**config.mk**
```make
export PLATFORM = sky130hd
export DESIGN_NAME = kvt_dp
export DESIGN_NICKNAME = d
export VERILOG_FILES = /design/src/rtl/core/kvt_pkg.sv /design/src/rtl/core/kvt_ram.sv /design/src/rtl/core/kvt_dp.sv
export SDC_FILE = /design/constraint.sdc
export NUM_CORES = 2
export LEC_CHECK = 0
export BUFFER_PORTS_ARGS = -buffer_cell sky130_fd_sc_hd__buf_2
export CAP_MARGIN = 20
export CORE_ASPECT_RATIO = 1.1
export CORE_UTILIZATION = 50
export DETAILED_ROUTE_END_ITERATION = 10
export PLACE_DENSITY_LB_ADDON = 0.2
export SYNTH_ARGS = -nofsm -noshare
export SYNTH_HDL_FRONTEND = slang
export SYNTH_MEMORY_MAX_BITS = 65536
export SYNTH_SLANG_ARGS = --single-unit
```
**constraint.sdc**
```tcl
create_clock -name i_clk -period 4.39 [get_ports i_clk]
set_clock_uncertainty 0.2 [all_clocks]
set_input_delay 0.6585 -clock i_clk [delete_from_list [all_inputs] [get_ports i_clk]]
set_output_delay 0.6585 -clock i_clk [all_outputs]
set_load 0.05 [all_outputs]
```
**src/rtl/core/kvt_pkg.sv**
```systemverilog
// Package for the key/value table: shared constants, codes and types.
// Used by the controller, datapath and top level under rtl/core; depends on nothing else.
package kvt_pkg;

    // Default table capacity in entries.
    localparam int unsigned CAPACITY_DEF = 64;

    // Fixed field widths of the operation and result transfers.
    localparam int unsigned OPC_W   = 2;
    localparam int unsigned KEY_W   = 32;
    localparam int unsigned VAL_W   = 32;
    localparam int unsigned STS_W   = 2;
    localparam int unsigned COUNT_W = 7;

    // Operation codes.
    typedef enum logic [OPC_W-1:0] {
        OP_ADD    = 2'd0,
        OP_REMOVE = 2'd1,
        OP_LOOKUP = 2'd2,
        OP_NOP    = 2'd3
    } t_opcode;

    // Result status codes.
    typedef enum logic [STS_W-1:0] {
        STS_DONE = 2'd0,
        STS_MISS = 2'd1,
        STS_FULL = 2'd2
    } t_status;

    // Controller states.
    typedef enum logic [2:0] {
        S_CLEAR,
        S_IDLE,
        S_SCAN,
        S_DRAIN,
        S_EXEC,
        S_RESP
    } t_state;

    // Commands from the controller to the datapath.
    typedef struct packed {
        logic clear;  // Clear one key-memory entry and step the index.
        logic load;   // Capture a new operation and restart the scan.
        logic scan;   // Read one key-memory entry and step the index.
        logic exec;   // Apply the memory writes and the count update.
        logic resp;   // Load the result registers.
    } t_dp_cmd;

    // Status from the datapath to the controller.
    typedef struct packed {
        logic idx_last;  // The index points at the last entry.
    } t_dp_stat;

endpackage

```
**src/rtl/core/kvt_ram.sv**
```systemverilog
// Generic single-write, single-read RAM with a registered read port.
// Depends on nothing; instantiated by the key/value table datapath.
module kvt_ram #(
    parameter int unsigned WIDTH = 32,
    parameter int unsigned DEPTH = 64
) (
    input  logic                                   i_clk,
    input  logic                                   i_we,
    input  logic [(DEPTH > 1 ? $clog2(DEPTH) : 1)-1:0] i_waddr,
    input  logic [WIDTH-1:0]                       i_wdata,
    input  logic [(DEPTH > 1 ? $clog2(DEPTH) : 1)-1:0] i_raddr,
    output logic [WIDTH-1:0]                       o_rdata
);

    logic [WIDTH-1:0] r_mem [DEPTH];
    logic [WIDTH-1:0] r_rdata;

    // Write port and registered read port.
    always_ff @(posedge i_clk) begin
        if (i_we) begin
            r_mem[i_waddr] <= i_wdata;
        end
        r_rdata <= r_mem[i_raddr];
    end

    assign o_rdata = r_rdata;

endmodule

```
**src/rtl/core/kvt_dp.sv**
```systemverilog
// Datapath of the key/value table: key and value memories, scan compare,
// entry count and result registers. Depends on kvt_pkg and kvt_ram.
module kvt_dp #(
    parameter int unsigned CAPACITY = kvt_pkg::CAPACITY_DEF
) (
    input  logic                             i_clk,
    input  logic                             i_rst_n,
    input  kvt_pkg::t_dp_cmd                 i_cmd,
    output kvt_pkg::t_dp_stat                o_stat,
    input  logic [kvt_pkg::OPC_W-1:0]        i_opcode,
    input  logic [kvt_pkg::KEY_W-1:0]        i_key,
    input  logic [kvt_pkg::VAL_W-1:0]        i_new_value,
    output logic [kvt_pkg::STS_W-1:0]        o_status,
    output logic [kvt_pkg::VAL_W-1:0]        o_read_value,
    output logic [kvt_pkg::COUNT_W-1:0]      o_entry_count
);
    import kvt_pkg::*;

    localparam int unsigned IDX_W = (CAPACITY > 1) ? $clog2(CAPACITY) : 1;
    localparam int unsigned CNT_W = $clog2(CAPACITY + 1);
    localparam int unsigned ENT_W = KEY_W + 1;  // Valid mark above the key.

    // Captured operation.
    t_opcode            r_op;
    logic [KEY_W-1:0]   r_key;
    logic [VAL_W-1:0]   r_value;

    // Scan index and compare pipeline.
    logic [IDX_W-1:0]   r_idx;
    logic               r_cmp_vld;
    logic [IDX_W-1:0]   r_cmp_idx;
    logic               r_hit;
    logic [IDX_W-1:0]   r_hit_idx;
    logic               r_free;
    logic [IDX_W-1:0]   r_free_idx;
    logic [CNT_W-1:0]   r_count;

    // Result registers.
    t_status            r_status;
    logic [VAL_W-1:0]   r_rdata;

    // Memory ports.
    logic               key_we;
    logic [IDX_W-1:0]   key_waddr;
    logic [ENT_W-1:0]   key_wdata;
    logic [ENT_W-1:0]   key_rdata;
    logic               val_we;
    logic [IDX_W-1:0]   val_waddr;
    logic [VAL_W-1:0]   val_rdata;
    logic [IDX_W-1:0]   tgt_idx;
    logic               do_insert;
    logic               do_remove;
    logic               ent_match;
    logic               ent_free;

    assign o_stat.idx_last = (r_idx == IDX_W'(CAPACITY - 1));

    // Operation capture.
    always_ff @(posedge i_clk) begin
        if (i_cmd.load) begin
            r_op    <= t_opcode'(i_opcode);
            r_key   <= i_key;
            r_value <= i_new_value;
        end
    end

    // The compare looks at the entry read in the previous cycle.
    assign ent_match = r_cmp_vld && key_rdata[ENT_W-1] && (key_rdata[KEY_W-1:0] == r_key);
    assign ent_free  = r_cmp_vld && !key_rdata[ENT_W-1];

    // Scan index, compare pipeline and first-hit / first-free tracking.
    always_ff @(posedge i_clk) begin
        if (!i_rst_n) begin
            r_idx     <= '0;
            r_cmp_vld <= 1'b0;
            r_hit     <= 1'b0;
            r_free    <= 1'b0;
        end else begin
            r_cmp_vld <= i_cmd.scan;
            if (i_cmd.load) begin
                r_idx  <= '0;
                r_hit  <= 1'b0;
                r_free <= 1'b0;
            end else begin
                if (i_cmd.clear || i_cmd.scan) begin
                    r_idx <= r_idx + 1'b1;
                end
                if (ent_match && !r_hit) begin
                    r_hit <= 1'b1;
                end
                if (ent_free && !r_free) begin
                    r_free <= 1'b1;
                end
            end
        end
    end

    // Slot indexes found by the scan.
    always_ff @(posedge i_clk) begin
        r_cmp_idx <= r_idx;
        if (ent_match && !r_hit) begin
            r_hit_idx <= r_cmp_idx;
        end
        if (ent_free && !r_free) begin
            r_free_idx <= r_cmp_idx;
        end
    end

    // Write decisions for the execute step.
    assign do_insert = i_cmd.exec && (r_op == OP_ADD) && !r_hit && r_free;
    assign do_remove = i_cmd.exec && (r_op == OP_REMOVE) && r_hit;
    assign tgt_idx   = r_hit ? r_hit_idx : r_free_idx;

    assign key_we    = i_cmd.clear || do_insert || do_remove;
    assign key_waddr = i_cmd.clear ? r_idx : tgt_idx;
    assign key_wdata = i_cmd.clear ? '0 : {do_insert, r_key};

    assign val_we    = i_cmd.exec && (r_op == OP_ADD) && (r_hit || r_free);
    assign val_waddr = tgt_idx;

    // Entry count.
    always_ff @(posedge i_clk) begin
        if (!i_rst_n) begin
            r_count <= '0;
        end else if (do_insert) begin
            r_count <= r_count + 1'b1;
        end else if (do_remove) begin
            r_count <= r_count - 1'b1;
        end
    end

    // Result registers, loaded once the memory writes and count have settled.
    always_ff @(posedge i_clk) begin
        if (i_cmd.resp) begin
            r_rdata <= '0;
            unique case (r_op)
                OP_ADD:    r_status <= (r_hit || r_free) ? STS_DONE : STS_FULL;
                OP_REMOVE: r_status <= r_hit ? STS_DONE : STS_MISS;
                OP_LOOKUP: begin
                    r_status <= r_hit ? STS_DONE : STS_MISS;
                    if (r_hit) begin
                        r_rdata <= val_rdata;
                    end
                end
                OP_NOP:    r_status <= STS_DONE;
                default:   r_status <= STS_DONE;
            endcase
        end
    end

    // Key memory: each word holds a valid mark and the key.
    kvt_ram #(
        .WIDTH (ENT_W),
        .DEPTH (CAPACITY)
    ) u_key_ram (
        .i_clk   (i_clk),
        .i_we    (key_we),
        .i_waddr (key_waddr),
        .i_wdata (key_wdata),
        .i_raddr (r_idx),
        .o_rdata (key_rdata)
    );

    // Value memory, read at the hit slot.
    kvt_ram #(
        .WIDTH (VAL_W),
        .DEPTH (CAPACITY)
    ) u_val_ram (
        .i_clk   (i_clk),
        .i_we    (val_we),
        .i_waddr (val_waddr),
        .i_wdata (r_value),
        .i_raddr (r_hit_idx),
        .o_rdata (val_rdata)
    );

    assign o_status      = r_status;
    assign o_read_value  = r_rdata;
    assign o_entry_count = COUNT_W'(r_count);

endmodule

```
=== Yosys cells after proc, flatten, opt, wreduce, memory -nomap -nowiden ===
Memory sizes are Yosys's and may differ from the RTL's. A register that Yosys moved wholly into a read port is not among the register bits.
Index checks and enable logic that the tools add are counted.

* Memories kept: 2
* Output and inout port bits: 42
* RAM bits: 4160
* Input bits: 73
* Bits in registers: 134
* Logic and storage cells: 59

* Bitwise operators: 1
* Reductions and logical operators: 23
* Eq/ne operators: 5
* Add/sub/neg operators: 3
* Multiplexer cells: 12

{| class="wikitable"
|+ Memory list
! name !! words !! width !! read ports !! clocked after Yosys merged registers in !! write ports !! RTL line !! source
|-
| u_key_ram.r_mem || 64 || 33 || 1 || 1 || 1 || kvt_ram.sv:15 || <nowiki>logic [WIDTH-1:0] r_mem [DEPTH];</nowiki>
|-
| u_val_ram.r_mem || 64 || 32 || 1 || 1 || 1 || kvt_ram.sv:15 ||
|}

{| class="wikitable"
|+ Operators by type and width
! operator !! count
|-
| $mux W33 || 1
|-
| $eq A32 B32 Y1 || 1
|-
| $mux W7 || 2
|-
| $mux W6 || 2
|-
| $logic_and A1 B1 Y1 || 11
|-
| $add A7 B1 Y7 const B || 1
|-
| $sub A7 B1 Y7 const B || 1
|-
| $add A6 B1 Y6 const B || 1
|-
| $eq A6 B6 Y1 const B || 1
|-
| $pmux W2 S3 || 1
|-
| $mux W1 || 5
|-
| $eq A2 B2 Y1 const B || 2
|-
| $logic_or A1 B1 Y1 || 4
|-
| $reduce_or A2 Y1 || 2
|-
| $logic_not A1 Y1 || 3
|-
| $eq A2 B1 Y1 const B || 1
|-
| $logic_not A2 Y1 || 1
|-
| $mux W2 || 1
|-
| $reduce_and A2 Y1 || 1
|-
| $reduce_bool A2 Y1 || 1
|-
| $not A1 Y1 || 1
|}

=== Depth between registers and ports, before layout ===
* Word-level depth: 8
* Mapped depth: 12
* Mapped depth without buffers: 11

=== Modules after synthesis ===
A second synthesis with hierarchy kept.

* Cell total of the unflattened synthesis: 7286
* Area, all modules: 165142.1 µm²

{| class="wikitable"
|+ Modules (own cells, without submodules)
! module !! seq. area each (µm²) !! times used !! cells an instance !! area each (µm²)
|-
| kvt_ram (u_key_ram) || 64081.5 || 1 || 3598 || 81192.9
|-
| kvt_ram (u_val_ram) || 62139.6 || 1 || 3324 || 78515.3
|-
| kvt_dp || 3803.6 || 1 || 364 || 5434.0
|}

=== Worst setup path after synthesis ===
No wires, ideal clock.

* Path type: register -> register
* Start: reg r_idx[1]
* End: mem u_key_ram.r_mem[35][0] (netlist name) (enable)
* Data arrival time: 3337 ps
* Clock period less this slack: 3960 ps
* Library setup time: 423 ps
* Cell stages (with the launch flop): 11
* Slack: 430 ps
* Data required time: 3767 ps
* Path through: dfxtp_1 buf_2 buf_2 buf_2 buf_2 buf_2 nand2_1 o21a_1 nor2_1 nand2_1 nor2_1

* Longest elaborated chain between the ends: 1

{| class="wikitable"
|+ Ends and longest elaborated chain
! item !! RTL line !! source
|-
| from (decl) || kvt_dp.sv:29 || <nowiki>logic [IDX_W-1:0] r_idx;</nowiki>
|-
| from (signal assigned) || kvt_dp.sv:86 || <nowiki>r_idx <= r_idx + 1'b1;</nowiki>
|-
| $mux W6 || kvt_dp.sv:115 || <nowiki>assign key_waddr = i_cmd.clear ? r_idx : tgt_idx;</nowiki>
|-
| to (decl) || kvt_ram.sv:15 ||
|}

No other way between the ends.

=== Worst setup path in the final report ===
* Start: reg r_idx[0]
* End: out o_stat

* Longest elaborated chain between the ends: 1

{| class="wikitable"
|+ Ends and longest elaborated chain
! item !! RTL line !! source
|-
| $eq A6 B6 Y1 || kvt_dp.sv:56 || <nowiki>assign o_stat.idx_last = (r_idx == IDX_W'(CAPACITY - 1));</nowiki>
|-
| to (decl) || kvt_dp.sv:9 || <nowiki>output kvt_pkg::t_dp_stat o_stat,</nowiki>
|}

No other way between the ends.

==> metrics <==
final hold viol count 0; Final min period 4.03 ns; DRC Markers 0; Async SR Flop Fraction 0%; leakage power 58.6 nW; initial antenna violation count 16; post-DR wirelength/cell 33.4 um; initial core utilization 50.2%; Pwr Density 445 mW/mm^2; gr usage total 25.0%; die width 550 um; met2 GRT Util 43.5%; crit path kind reg -> out; Seq cells post-synth 4359; routed via count 77100; top cell type's share of synthesized area 77.7%; Yosys top cell by area edfxtp_1; area taken by multi-input logic gates 0.0346 sq mm; Hold Crit Class in -> reg; Power Total 84.1 mW; syn nets 7089; met3 usage 3.66%; Worst-path clk slew 0.07 ns; Final setup viols 0; Peak VDD IR 0.401 mV; CP required 3.53 ns; met1 Resource Use GR 32.6%; Worst Tran Pin Value 1.14 ns; worst-case clock buffer depth 4; syn avg cell area 23.6 sq um; CORE AREA 0.329 sq mm; layout cells sized above 1 31.3%; Final GP Congestion 0.809; Synth Instances 7005; crit-path max FO 97; synth unique cells 55; f_max 248 MHz; crit path launch type register; I/O pins 115; cts bufs inserted 428; worst skew pair latency 0.99 ns; Rel. slew slack 23.4%; sequential area share after synthesis 78.7%; total die area 0.333 sq mm; initial DRC count 8103; max-slew violations 0; setup tns final 0 ns; WL final 414000 um; warnings from Yosys 0; Overflow after GRT 0; Sink Count 4359; P&R area growth vs syn 14.5%; via-per-instance ratio 6.23; Worst EP arrival 3.18 ns; hold path cells 3; clk root buf clkbuf_16; Post-synth EDFFs 4272; Pre-Repair DR Iteration Count 6; Detail Placement HPWL 233000 um; RSZ-0062 raised after global routing false; FILL cells 23600; status complete, no violations; htree depth 5; CTS tree done; critical path endpoint category output pin; mapped cell area 0.165 sq mm; Buffers on Ports 114; fin crit share 91.9%; Layout Nets 7741; largest net degree at the start of global routing 114; Reg area 0.130 sq mm; Synth Flop Type edfxtp_1; Detail Route Antenna Nets 0; R2R depth 9; Final Util 57.5%; ranking of synthesized cells by area edfxtp_1, mux4_2, mux2i_1, dfxtp_1, nor2_1; vias in the first global route 80000; MaxCap Viol Count 0; # rows 221; synth cell count leaders edfxtp_1, mux4_2, nor2_1; first-pass GRT wire length 588000 um; busiest metal layer after global routing met2; most frequent cell after synthesis edfxtp_1; chip height 605 um
-- layout make-up --
type / instances / area share [%]
Inverter: 8 / 0.0159
Antenna cell: 5 / 0.00661
Multi-Input combinational cell: 2266 / 18.3
Clock inverter: 249 / 1.14
Timing Repair Buffer: 594 / 2.86
Tap cell: 4348 / 2.88
Sequential cell: 4359 / 68.7
Clock buffer: 547 / 6.05
-- what timing repair did --
action                                 CTS  global route
gates resized for setup                  0             0
endpoints found under the hold margin   77             0
setup endpoints to repair                0             0
buffers inserted                         0             0
hold buffers                            69             0
-- metal layers --
layer	share of wire [%]	wire, um	vias to the layer above
met4	3.2	13100	6
met3	6.7	27700	574
met5	0.0099	41	-
met1	38	158000	42300
li1	-	-	31300
met2	52	215000	2918
-- power breakdown --
group	internal [mW]	total, mW	switching (mW)
clock network	20.1	35.6	15.5
logic	0.781	2.36	1.58
registers	46.1	46.2	0.116
total	67.0	84.1	17.2
-- worst paths after layout --
kind	startpoint	to	slack (ns)
setup / recovery	r_idx[0]	o_stat	0.36
hold / removal	i_cmd[4]	r_idx[1]	0.12
setup reg to reg	r_hit_idx[1]	u_val_ram.o_rdata[29]	0.57
hold reg to reg	r_cmp_idx[1]	r_hit_idx[1]	0.23
-- registers in the layout, summed over array words and instances, names as in the netlist, 2 cells and up --
| signal | count |
|---|---|
| u_key_ram.r_mem | 2112 |
| o_status | 2 |
| u_val_ram.r_mem | 2048 |
| r_hit_idx | 6 |
| r_idx | 6 |
| r_free_idx | 6 |
| r_value | 32 |
| u_val_ram.o_rdata | 32 |
| r_cmp_idx | 6 |
| r_op | 2 |
| u_key_ram.o_rdata | 33 |
| o_entry_count | 7 |
| r_key | 32 |
| o_read_value | 32 |
-- cell usage in the layout, fill, tap and decap left out, types with 29 or more instances in the layout --
| master | n |
|---|---|
| a211oi_1 | 42 |
| a21oi_1 | 79 |
| and3_1 | 34 |
| buf_12 | 83 |
| buf_2 | 112 |
| buf_4 | 328 |
| bufinv_16 | 29 |
| clkbuf_1 | 95 |
| clkbuf_16 | 432 |
| clkinv_1 | 76 |
| clkinv_2 | 99 |
| dfxtp_1 | 80 |
| dlygate4sd3_1 | 69 |
| edfxtp_1 | 4272 |
| mux2i_1 | 175 |
| mux4_2 | 1160 |
| nand2_1 | 77 |
| nor2_1 | 90 |
| nor2_4 | 129 |
| nor2b_1 | 54 |
| nor2b_4 | 32 |
| o22ai_1 | 68 |
| xor2_1 | 33 |
-- critical path, stage by stage, from the launching register on --
cell	delay (ns)
dfxtp_4	0.48
buf_12	0.61
ha_1	0.31
and4_1	0.43
buf_2	0.35
-- per-stage QoR --
step	setup WS, ns	hold WS [ns]	instance area [sq um]	instances
final	0.356	0.118	189000	12400
after global routing	0.208	0.0985	189000	12400
after CTS	0.224	0.000524	189000	12400
after detailed placement	0.596	0.220	175000	11500
after global placement	0.579	0.207	175000	11500
after floorplan	0.430	0.147	165000	7005
-- cell families after synthesis --
family | after synthesis | synth area share, %
adder cells (fa/ha/maj) | 11 | 0.0879
XOR/XNOR | 40 | 0.212
multiplexers | 1358 | 17.0
AND/OR/NAND/NOR | 514 | 1.47
buffers and inverters | 380 | 1.07
flip-flops | 4359 | 78.7
AO/OA/AOI/OAI | 343 | 1.42
Power figures use the tool's default switching activity.
