<file path="config.mk">
export PLATFORM = sky130hd
export DESIGN_NAME = kvt_ctrl
export DESIGN_NICKNAME = d
export VERILOG_FILES = /design/src/rtl/core/kvt_pkg.sv /design/src/rtl/core/kvt_ctrl.sv
export SDC_FILE = /design/constraint.sdc
export NUM_CORES = 1
export LEC_CHECK = 0
export ABC_AREA = 1
export BUFFER_PORTS_ARGS = -buffer_cell sky130_fd_sc_hd__buf_4
export CAP_MARGIN = 25
export CORE_AREA = 2 2 39 41
export DETAILED_ROUTE_END_ITERATION = 10
export DIE_AREA = 0 0 41 43
export SETUP_SLACK_MARGIN = 0.5
export SYNTH_ARGS = -nofsm -noshare
export SYNTH_HDL_FRONTEND = slang
export SYNTH_SLANG_ARGS = --single-unit
</file>
<file path="constraint.sdc">
create_clock -name i_clk -period 2.7 [get_ports i_clk]
set_input_delay 0 -clock i_clk [delete_from_list [all_inputs] [get_ports i_clk]]
set_output_delay 0 -clock i_clk [all_outputs]
set_load 0.05 [all_outputs]
</file>
<file path="src/rtl/core/kvt_pkg.sv">
// Package for the key/value table: shared constants, codes and types.
// Used by the controller, datapath and top level under rtl/core; depends on nothing else.
package kvt_pkg;

    // Default table capacity in entries.
    localparam int unsigned CAPACITY_DEF = 64;

    // Fixed field widths of the operation and result transfers.
    localparam int unsigned OPC_W   = 2;
    localparam int unsigned KEY_W   = 32;
    localparam int unsigned VAL_W   = 32;
    localparam int unsigned STS_W   = 2;
    localparam int unsigned COUNT_W = 7;

    // Operation codes.
    typedef enum logic [OPC_W-1:0] {
        OP_ADD    = 2'd0,
        OP_REMOVE = 2'd1,
        OP_LOOKUP = 2'd2,
        OP_NOP    = 2'd3
    } t_opcode;

    // Result status codes.
    typedef enum logic [STS_W-1:0] {
        STS_DONE = 2'd0,
        STS_MISS = 2'd1,
        STS_FULL = 2'd2
    } t_status;

    // Controller states.
    typedef enum logic [2:0] {
        S_CLEAR,
        S_IDLE,
        S_SCAN,
        S_DRAIN,
        S_EXEC,
        S_RESP
    } t_state;

    // Commands from the controller to the datapath.
    typedef struct packed {
        logic clear;  // Clear one key-memory entry and step the index.
        logic load;   // Capture a new operation and restart the scan.
        logic scan;   // Read one key-memory entry and step the index.
        logic exec;   // Apply the memory writes and the count update.
        logic resp;   // Load the result registers.
    } t_dp_cmd;

    // Status from the datapath to the controller.
    typedef struct packed {
        logic idx_last;  // The index points at the last entry.
    } t_dp_stat;

endpackage

</file>
<file path="src/rtl/core/kvt_ctrl.sv">
// Controller of the key/value table: sequences clear, scan, execute and respond.
// Depends on kvt_pkg.
module kvt_ctrl (
    input  logic               i_clk,
    input  logic               i_rst_n,
    input  logic               start,
    output logic               busy,
    output logic               o_valid,
    output kvt_pkg::t_dp_cmd   o_cmd,
    input  kvt_pkg::t_dp_stat  i_stat
);
    import kvt_pkg::*;

    t_state r_state;
    t_state n_state;
    logic   r_valid;
    logic   n_valid;

    // State register and result strobe.
    always_ff @(posedge i_clk) begin
        if (!i_rst_n) begin
            r_state <= S_CLEAR;
            r_valid <= 1'b0;
        end else begin
            r_state <= n_state;
            r_valid <= n_valid;
        end
    end

    // Next-state logic.
    always_comb begin
        n_state = r_state;
        unique case (r_state)
            S_CLEAR: if (i_stat.idx_last) n_state = S_IDLE;
            S_IDLE:  if (start)           n_state = S_SCAN;
            S_SCAN:  if (i_stat.idx_last) n_state = S_DRAIN;
            S_DRAIN: n_state = S_EXEC;
            S_EXEC:  n_state = S_RESP;
            S_RESP:  n_state = S_IDLE;
            default: n_state = S_IDLE;
        endcase
    end

    // Output logic: datapath commands, busy and the strobe's next value.
    always_comb begin
        o_cmd   = '0;
        busy    = 1'b1;
        n_valid = 1'b0;
        unique case (r_state)
            S_CLEAR: o_cmd.clear = 1'b1;
            S_IDLE: begin
                busy       = 1'b0;
                o_cmd.load = start;
            end
            S_SCAN:  o_cmd.scan = 1'b1;
            S_DRAIN: ;
            S_EXEC:  o_cmd.exec = 1'b1;
            S_RESP: begin
                o_cmd.resp = 1'b1;
                n_valid    = 1'b1;
            end
            default: ;
        endcase
    end

    assign o_valid = r_valid;

endmodule

</file>
# Word-level counts from Yosys, hierarchy flattened
# Index checks and enable logic that the tools add are counted.
# W data, S select, Z words.
# totals
register_bits	4
inputBits	4
output_inout_bits	7
word_cells	22
# op_classes
eq_ne	8
n_mux	10
n_reduce_logical	2
# op_table
cell	n
$pmux W3 S5	1
$mux W3	3
$eq A3 B2 Y1 const B	2
$eq A3 B3 Y1 const B	2
$mux W1	6
$ne A2 B2 Y1 const B	3
$eq A3 B1 Y1 const B	1
$logic_not A3 Y1	1
$reduce_and A3 Y1	1

# Longest topological paths before layout
# Gate-level depths: netlist of the first run.
# depth
depth_word	3
ltp_mapped	6
mapped_depth_nobuf	6

# Worst setup path after synthesis of the first run
# Ideal clock, no wire load.
# synth_path
kind	reg2out
startpoint	register r_state[0]
endpoint	output o_cmd[3] (netlist name)
t_arrival_ns	1.460
required_time_ns	2.700
setup_slack_ns	1.240
path_stages_with_launch	5
n_path_buf	0
path_cell_list	dfxtp_1 > inv_2 > nor2_4 > nand2_2 > nor2_1
# synth_lines
element	line	text
start, declared	kvt_ctrl.sv:14	t_state r_state;
start signal, assigned	kvt_ctrl.sv:25	r_state <= n_state;
end, declared	kvt_ctrl.sv:9	output kvt_pkg::t_dp_cmd o_cmd,

==> out/results.txt, run 1 <==
First-pass GRT wire length: 634 um
GRT Util Overall: 0.05817
Core Footprint: 1384 um2
Met3 GRT Util: 0.03141
Clk_skew: 0.001841 ns
Top cells by area, synth: dfxtp_1, a21oi_1, inv_1
Nets: 50
Drc violations: 0
FF+latch count, synth: 4
Post-synth top area share: 0.3657
Row count: 14
Post-route ant nets: 0
Final wirelength: 448 um
Starting Density: 0.1582
Final Max Tran Viols: 0
Maximum ir drop on the vdd rail: 0.0001173 V
Tcrit/Tclk final: 0.4336
Avg WL per Cell: 7.467 um
Worst-skew pair later-pin latency: 0.23 ns
Post-DR vias/cell: 3.467
Port Buffers: 10
Static Leak: 0.1651 nW
Non-Filler Instances: 60
CTS root buf: clkbuf_4
Worst R2R Start: r_state[0]$_SDFFE_PN0P_
Clock transition at path regs: 0.04 ns
Setup TNS: 0 ns
Final non-filler cell area: 329.1 um2
Max FO, Critical Path: 4
Post-synthesis sequential area ratio: 0.3657
Syn Nets: 36
Proportion of layout cells with a drive suffix above 1: 0.4545
Syn_area_per_cell: 6.843 um2
Cells along the critical path: inv_2, nor2_4, nand2_2, nor2_1, buf_4
Grt ovf: 0
Measured slew at the worst slew-check pin: 0.2274 ns
CP endpoint kind: output pin
Place WS: 1.747 ns
IO Count: 11
Sequential Power Share: 0.329
Cell-internal power: 134.8 uW
Psw: 73.83 uW
Maximum clock rate: 854.2 MHz
Die area: 1763 um2
Final Hold Viols: 0
Vias in the first global route: 187
Worst slew margin: 0.8482
Via count: 208
CTS sink cnt: 4
Combinational power share: 0.329
Initial DRC count: 0
Hold Path End: r_state[1]$_SDFFE_PN0P_
H-Tree Depth: 1
CP Buf/Inv Count: 2
PwrDens: 633.9 nW/um2
Hold path cells: 3
Critical path class: flop to output pin
Unrepaired setup endpoints after global routing: false
CP startpoint kind: flop
HPWL after detailed placement: 388.6 um
Final core occ: 0.2378
Final Hold Slack: 0.02262 ns
Placed cell count: 57
Max clock buf depth: 2
Final setup margin: 1.529 ns
Worst r2r dst: r_state[1]$_SDFFE_PN0P_
Hold buffers post-CTS: 0
Outcome: finished clean
Critical path's top delay family: flip-flops
Cells after Synth: 32
Flop-to-flop setup slack: 1.74 ns
Grt met2 use: 0.08125
Grt peak-use layer: met2
Post-synth cell types: 13
Dpl cell area: 306.5 um2
Hold/Removal Path Class: input pin to flop
# Post-CTS Setup Buffers: 0
Required @ worst endpoint: 2.70 ns
Pre-antenna DRT Iters: 1
Cell Area, Synth: 219.0 um2
Yosys top cell by area: dfxtp_1
Largest net degree at the start of global routing: 6
Final GP Congestion: 0.6746
Die H: 43 um
Initial antenna violation count: 0
Die width: 41 um
Final min period: 1.171 ns
CTS resizes: 0
Max incr delay on CP: 0.38 ns
CP Data Arrival Time: 1.17 ns
CP max stage cell: dfxtp_1
Ant diodes: 0
Clk pwr share: 0.341
Routing usage on met1: 0.05449
Final Power: 208.6 uW
Total CTS buffers: 3
Origin of the worst min-delay path: i_rst_n
Area growth syn-to-layout: 50.29%
Max-capacitance violation count: 0
Final setup vio count: 0
R2R cell count: 5
Net Sw Frac: 0.3539
YS warnings: 0
TritonCTS clock tree: done
## power groups by stage
stage                     registers [mW]  clock network, mW  logic [mW]
after floorplan                   0.0691                  0      0.0505
final                             0.0687             0.0712      0.0687
after detailed placement          0.0696                  0      0.0696
after global placement            0.0695                  0      0.0692
after CTS                         0.0688             0.0748      0.0697
after global routing              0.0694             0.0769      0.0735
## cells by family (layout without fill, tap and decap cells)
family	Yosys count	after routing	synth area share
simple gates	16	16	0.3885
compound gates	4	4	0.09143
flops	4	4	0.3657
buf+inv	8	20	0.1543
## how the worst max path moves through the flow
| stage | to | depth (start not counted) | from | slack [ns] |
|---|---|---|---|---|
| final | o_cmd[3] | 5 | r_state[0]$_SDFFE_PN0P_ | 1.53 |
| after global placement | r_state[1]$_SDFFE_PN0P_ | 5 | r_state[0]$_SDFFE_PN0P_ | 1.75 |
| after detailed placement | r_state[1]$_SDFFE_PN0P_ | 5 | r_state[0]$_SDFFE_PN0P_ | 1.75 |
| after global routing | o_cmd[3] | 5 | r_state[0]$_SDFFE_PN0P_ | 1.41 |
| after floorplan | o_cmd[3] | 4 | r_state[0]$_SDFFE_PN0P_ | 1.24 |
| after CTS | o_cmd[3] | 5 | r_state[0]$_SDFFE_PN0P_ | 1.51 |
## cell usage after synthesis, drive strengths merged
| master | n |
|---|---|
| a21oi | 4 |
| buf | 1 |
| dfxtp | 4 |
| inv | 7 |
| nand2 | 6 |
| nand3 | 2 |
| nor2 | 6 |
| nor3 | 2 |
## layout by cell type, fill, tap and decap left out, drive strengths merged
cell type / instances
a21oi: 4
buf: 10
nor2: 6
nand2: 6
nand3: 2
nor3: 2
clkbuf: 3
dfxtp: 4
inv: 7
## worst register-to-register path: cells and delay by family, from the launching register on
kind	cells	cell delay, ns
compound gates	1	0.13
buf+inv	1	0.08
flops	1	0.38
simple gates	3	0.26
## cell type report
type	count	area, um2
fill	158	1055
multi-input combinational	20	105.1
sequential	4	80.08
timing repair buffer	10	75.07
inverter	7	26.28
clock buffer	3	22.52
tap	16	20.02
## registers in the layout (all words and copies together) (netlist names)
| signal | count |
|---|---|
| o_valid | 1 |
| r_state | 3 |
## routing by layer
metal  share of wire  up-vias
met1            0.41       82
met5               0        -
met3           0.058        0
li1                -      120
met4               0        0
met2            0.53        6
(Power assumes the default switching activity.)
==> inputs of run 2 (changes only) <==
clock period = 1.15 ns   (was 2.7 ns; I/O delays follow)
==> out/results.txt, run 2 (synthesized netlist as in run 1, its figures left out) <==
Starting Density: 0.1582
Tcrit/Tclk final: 0.9193
PwrDens: 1147 nW/um2
Final Hold Slack: 0.01296 ns
Clk_skew: 0.0009743 ns
Static Leak: 0.2312 nW
TritonCTS clock tree: done
Final GP Congestion: 0.7632
Ant diodes: 0
Final core occ: 0.3743
Initial antenna violation count: 0
IO Count: 11
CP Data Arrival Time: 1.06 ns
Max incr delay on CP: 0.36 ns
Avg WL per Cell: 7.985 um
Flop-to-flop setup slack: 0.13 ns
CTS root buf: clkbuf_4
Clock transition at path regs: 0.04 ns
Nets: 58
Drc violations: 0
Max reg flops: 3
Final setup vio count: 0
First-pass GRT wire length: 876 um
Die area: 1763 um2
Cells along the critical path: buf_12, nor3_4, buf_6
GRT Util Overall: 0.07932
CP endpoint kind: output pin
Post-route ant nets: 0
Max-capacitance violation count: 0
Max clock buf depth: 2
Port Buffers: 10
Unrepaired setup endpoints after global routing: true
Critical path's top delay family: flip-flops
CP max stage cell: dfxtp_4
Core Footprint: 1384 um2
H-Tree Depth: 1
Post-DR vias/cell: 3.794
Grt ovf: 0
Maximum clock rate: 945.9 MHz
Worst slew margin: 0.8828
Final Max Tran Viols: 0
CTS sink cnt: 4
Final min period: 1.057 ns
Largest net degree at the start of global routing: 6
Critical path class: flop to output pin
Fill cells: 142
Total CTS buffers: 3
Most common cell after layout, fill and taps aside: buf_4
Via count: 258
Most frequent cells in the layout: buf_4, buf_6, inv_1
Required @ worst endpoint: 1.15 ns
Hold/Removal Path Class: input pin to flop
Die H: 43 um
Row count: 14
Measured slew at the worst slew-check pin: 0.1756 ns
Final Hold Viols: 0
Largest register by flop count: r_state
Initial DRC count: 2
Max FO, Critical Path: 4
CP startpoint kind: flop
Outcome: finished clean
Worst-skew pair later-pin latency: 0.23 ns
Die width: 41 um
Vias in the first global route: 245
Setup TNS: 0 ns
Proportion of layout cells with a drive suffix above 1: 0.7500
Maximum ir drop on the vdd rail: 0.0004222 V
Final wirelength: 543 um
CP Buf/Inv Count: 2
Area growth syn-to-layout: 136.6%
Pre-antenna DRT Iters: 2
HPWL after detailed placement: 397.6 um
## run 2: path summary, 6_finish.rpt
path,start,endpoint,cells past startpoint
max,r_state[1]$_SDFFE_PN0P_,o_cmd[4],3
min,i_rst_n,r_state[1]$_SDFFE_PN0P_,3
min reg2reg,r_state[1]$_SDFFE_PN0P_,r_state[1]$_SDFFE_PN0P_,2
max reg2reg,r_state[0]$_SDFFE_PN0P_,r_state[1]$_SDFFE_PN0P_,6
## run 2: area by class of cell
class                           count  area, um2  area share
Multi-Input combinational cell     20      158.9      0.3068
Tap cell                           16      20.02     0.03865
Timing Repair Buffer               18      188.9      0.3647
Sequential cell                     4      92.59      0.1787
Clock buffer                        3      22.52     0.04348
Inverter                            7      35.03     0.06763
## run 2: power breakdown
group	total [mW]	internal [mW]	leakage, nW	switching (mW)
clock	0.168	0.116	0.0138	0.0513
sequential	0.168	0.149	0.0353	0.0193
combinational	0.259	0.118	0.182	0.141
total	0.594	0.383	0.231	0.211
## run 2: per-layer routing
| metal | share of wire | vias up | track usage |
|---|---|---|---|
| met4 | 0 | 0 | 0.1000 |
| li1 | - | 137 | - |
| met3 | 0.044 | 0 | 0.01571 |
| met2 | 0.60 | 3 | 0.1125 |
| met1 | 0.35 | 118 | 0.08039 |
| met5 | 0 | - | 0 |
## run 2: stage by stage
step / cell area (um2) / power, mW / worst slack [ns] / std cells
global placement: 344.1 / 0.3494 / 0.1621 / 57
floorplan: 256.5 / 0.3048 / 0.1401 / 32
detailed placement: 344.1 / 0.3508 / 0.1589 / 57
finish: 518.0 / 0.5943 / 0.09277 / 68
global route: 518.0 / 0.6262 / 0.03873 / 68
CTS: 478.0 / 0.5975 / 0.06197 / 67
## run 2: timing repair
item,CTS,global route
pin swaps,6,3
resized for setup,14,8
setup endpoints to repair,11,11
setup buffers,7,1
hold buffers,0,0
## run 2: worst min-delay path, stage by stage
cell	delay, ns
buf_4	0.11
nand2_1	0.06
nor2_1	0.04
==> inputs of run 3 (changes only) <==
clock period = 1 ns   (was 1.15 ns; I/O delays follow)
==> out/results.txt, run 3 (synthesized netlist as in run 1, its figures left out) <==
Outcome: finished with violations
Failing checks: setup timing
Worst-skew pair later-pin latency: 0.23 ns
Vias in the first global route: 262
Die area: 1763 um2
Largest net degree at the start of global routing: 6
IO Count: 11
Final Max Tran Viols: 0
GRT Util Overall: 0.08526
Die width: 41 um
Total CTS buffers: 3
Clock transition at path regs: 0.04 ns
Final wirelength: 659 um
Final min period: 1.084 ns
Placed cell count: 59
Maximum ir drop on the vdd rail: 0.0003942 V
Nets: 57
Initial antenna violation count: 0
Clk_skew: 0.001800 ns
First-pass GRT wire length: 972 um
Pre-antenna DRT Iters: 1
Core Footprint: 1384 um2
Final setup margin: -0.08395 ns
Via count: 257
CP endpoint kind: flop
Required @ worst endpoint: 1.12 ns
Grt ovf: 0
CP Data Arrival Time: 1.21 ns
Initial DRC count: 0
Post-DR vias/cell: 3.836
Unrepaired setup endpoints after global routing: true
Maximum clock rate: 922.5 MHz
Port Buffers: 10
Final core occ: 0.3662
Post-route ant nets: 0
Crit path launch: r_state[0]$_SDFFE_PN0P_
Proportion of layout cells with a drive suffix above 1: 0.8235
Ant diodes: 0
Area growth syn-to-layout: 131.4%
Non-Filler Instances: 67
Hold buffers post-CTS: 0
CTS root buf: clkbuf_4
Net Sw Frac: 0.3748
CP startpoint kind: flop
Drc violations: 0
Hold path cells: 3
Static Leak: 0.2202 nW
Max clock buf depth: 2
Most frequent cells in the layout: buf_4, buf_6, nor2_4
Origin of the worst min-delay path: i_rst_n
Row count: 14
Measured slew at the worst slew-check pin: 0.1760 ns
Combinational power share: 0.413
Tcrit/Tclk final: 1.084
CTS sink cnt: 4
Avg WL per Cell: 9.836 um
Worst R2R Start: r_state[0]$_SDFFE_PN0P_
Max reg flops: 3
H-Tree Depth: 1
Clk pwr share: 0.295
Final setup vio count: 6
TritonCTS clock tree: done
Flop-to-flop setup slack: -0.08 ns
Critical path class: flop to flop
Worst slew margin: 0.8825
Psw: 250.8 uW
R2R cell count: 6
Max FO, Critical Path: 4
Final Hold Slack: 0.01007 ns
Largest register by flop count: r_state
Final Hold Viols: 0
Max-capacitance violation count: 0
Cell-internal power: 418.3 uW
Hold/Removal Path Class: input pin to flop
Die H: 43 um
Most common cell after layout, fill and taps aside: buf_4
Starting Density: 0.1582
Final GP Congestion: 0.6698
HPWL after detailed placement: 424.1 um
PwrDens: 1320 nW/um2
Sequential Power Share: 0.292
Final Power: 669.1 uW
==> run 3: cell types whose count changed in the layout (fill, tap and decap cells not counted), sizes merged <==
cell  delta
buf      -1
==> run 3: final timing paths <==
check / to
setup / recovery: r_state[1]$_SDFFE_PN0P_
hold / removal: r_state[1]$_SDFFE_PN0P_
setup reg to reg: r_state[1]$_SDFFE_PN0P_
hold reg to reg: r_state[1]$_SDFFE_PN0P_
==> run 3: worst max-delay path, cell delays in order (launching register included) <==
cell     delay [ns]
dfxtp_4        0.37
inv_4          0.04
nor2_4         0.11
buf_4          0.13
nand3_1        0.12
a21oi_2        0.15
nor2_1         0.05
==> run 3: timing repair <==
item	in CTS	in global routing
pin swaps	5	4
gates resized for setup	15	10
endpoints found under the setup margin	11	11
setup buffers	4	1
==> run 3: layout make-up <==
cell class	count	area (um2)
inverters	7	35.03
repair buffers	17	168.9
multi-input cells	20	167.7
clock buffers	3	22.52
flip-flops and latches	4	92.59
well taps	16	20.02
fillers	145	877.1
==> run 3: metal layers <==
layer | share of wire | up-vias | global-route usage
li1 | - | 136 | -
met1 | 0.34 | 117 | 0.08013
met2 | 0.63 | 4 | 0.1406
met3 | 0.032 | 0 | 0.03141
met4 | 0 | 0 | 0.06000
met5 | 0 | - | 0
==> run 3: power by group through the flow <==
stage	Combinational (mW)	Clock, mW	Sequential, mW
floorplan	0.156	0	0.194
global placement	0.217	0	0.195
detailed placement	0.219	0	0.195
CTS	0.260	0.210	0.191
global route	0.296	0.218	0.197
finish	0.276	0.197	0.195
==> run 3: per-stage QoR <==
step / worst slack (ns) / cell area (um2) / setup TNS (ns)
after global routing: -0.1289 / 506.7 / -0.5456
after CTS: -0.09632 / 465.4 / -0.3337
after global placement: 0.05791 / 360.3 / 0
final: -0.08395 / 506.7 / -0.2642
after floorplan: -0.009870 / 257.7 / -0.02535
after detailed placement: 0.06132 / 360.3 / 0
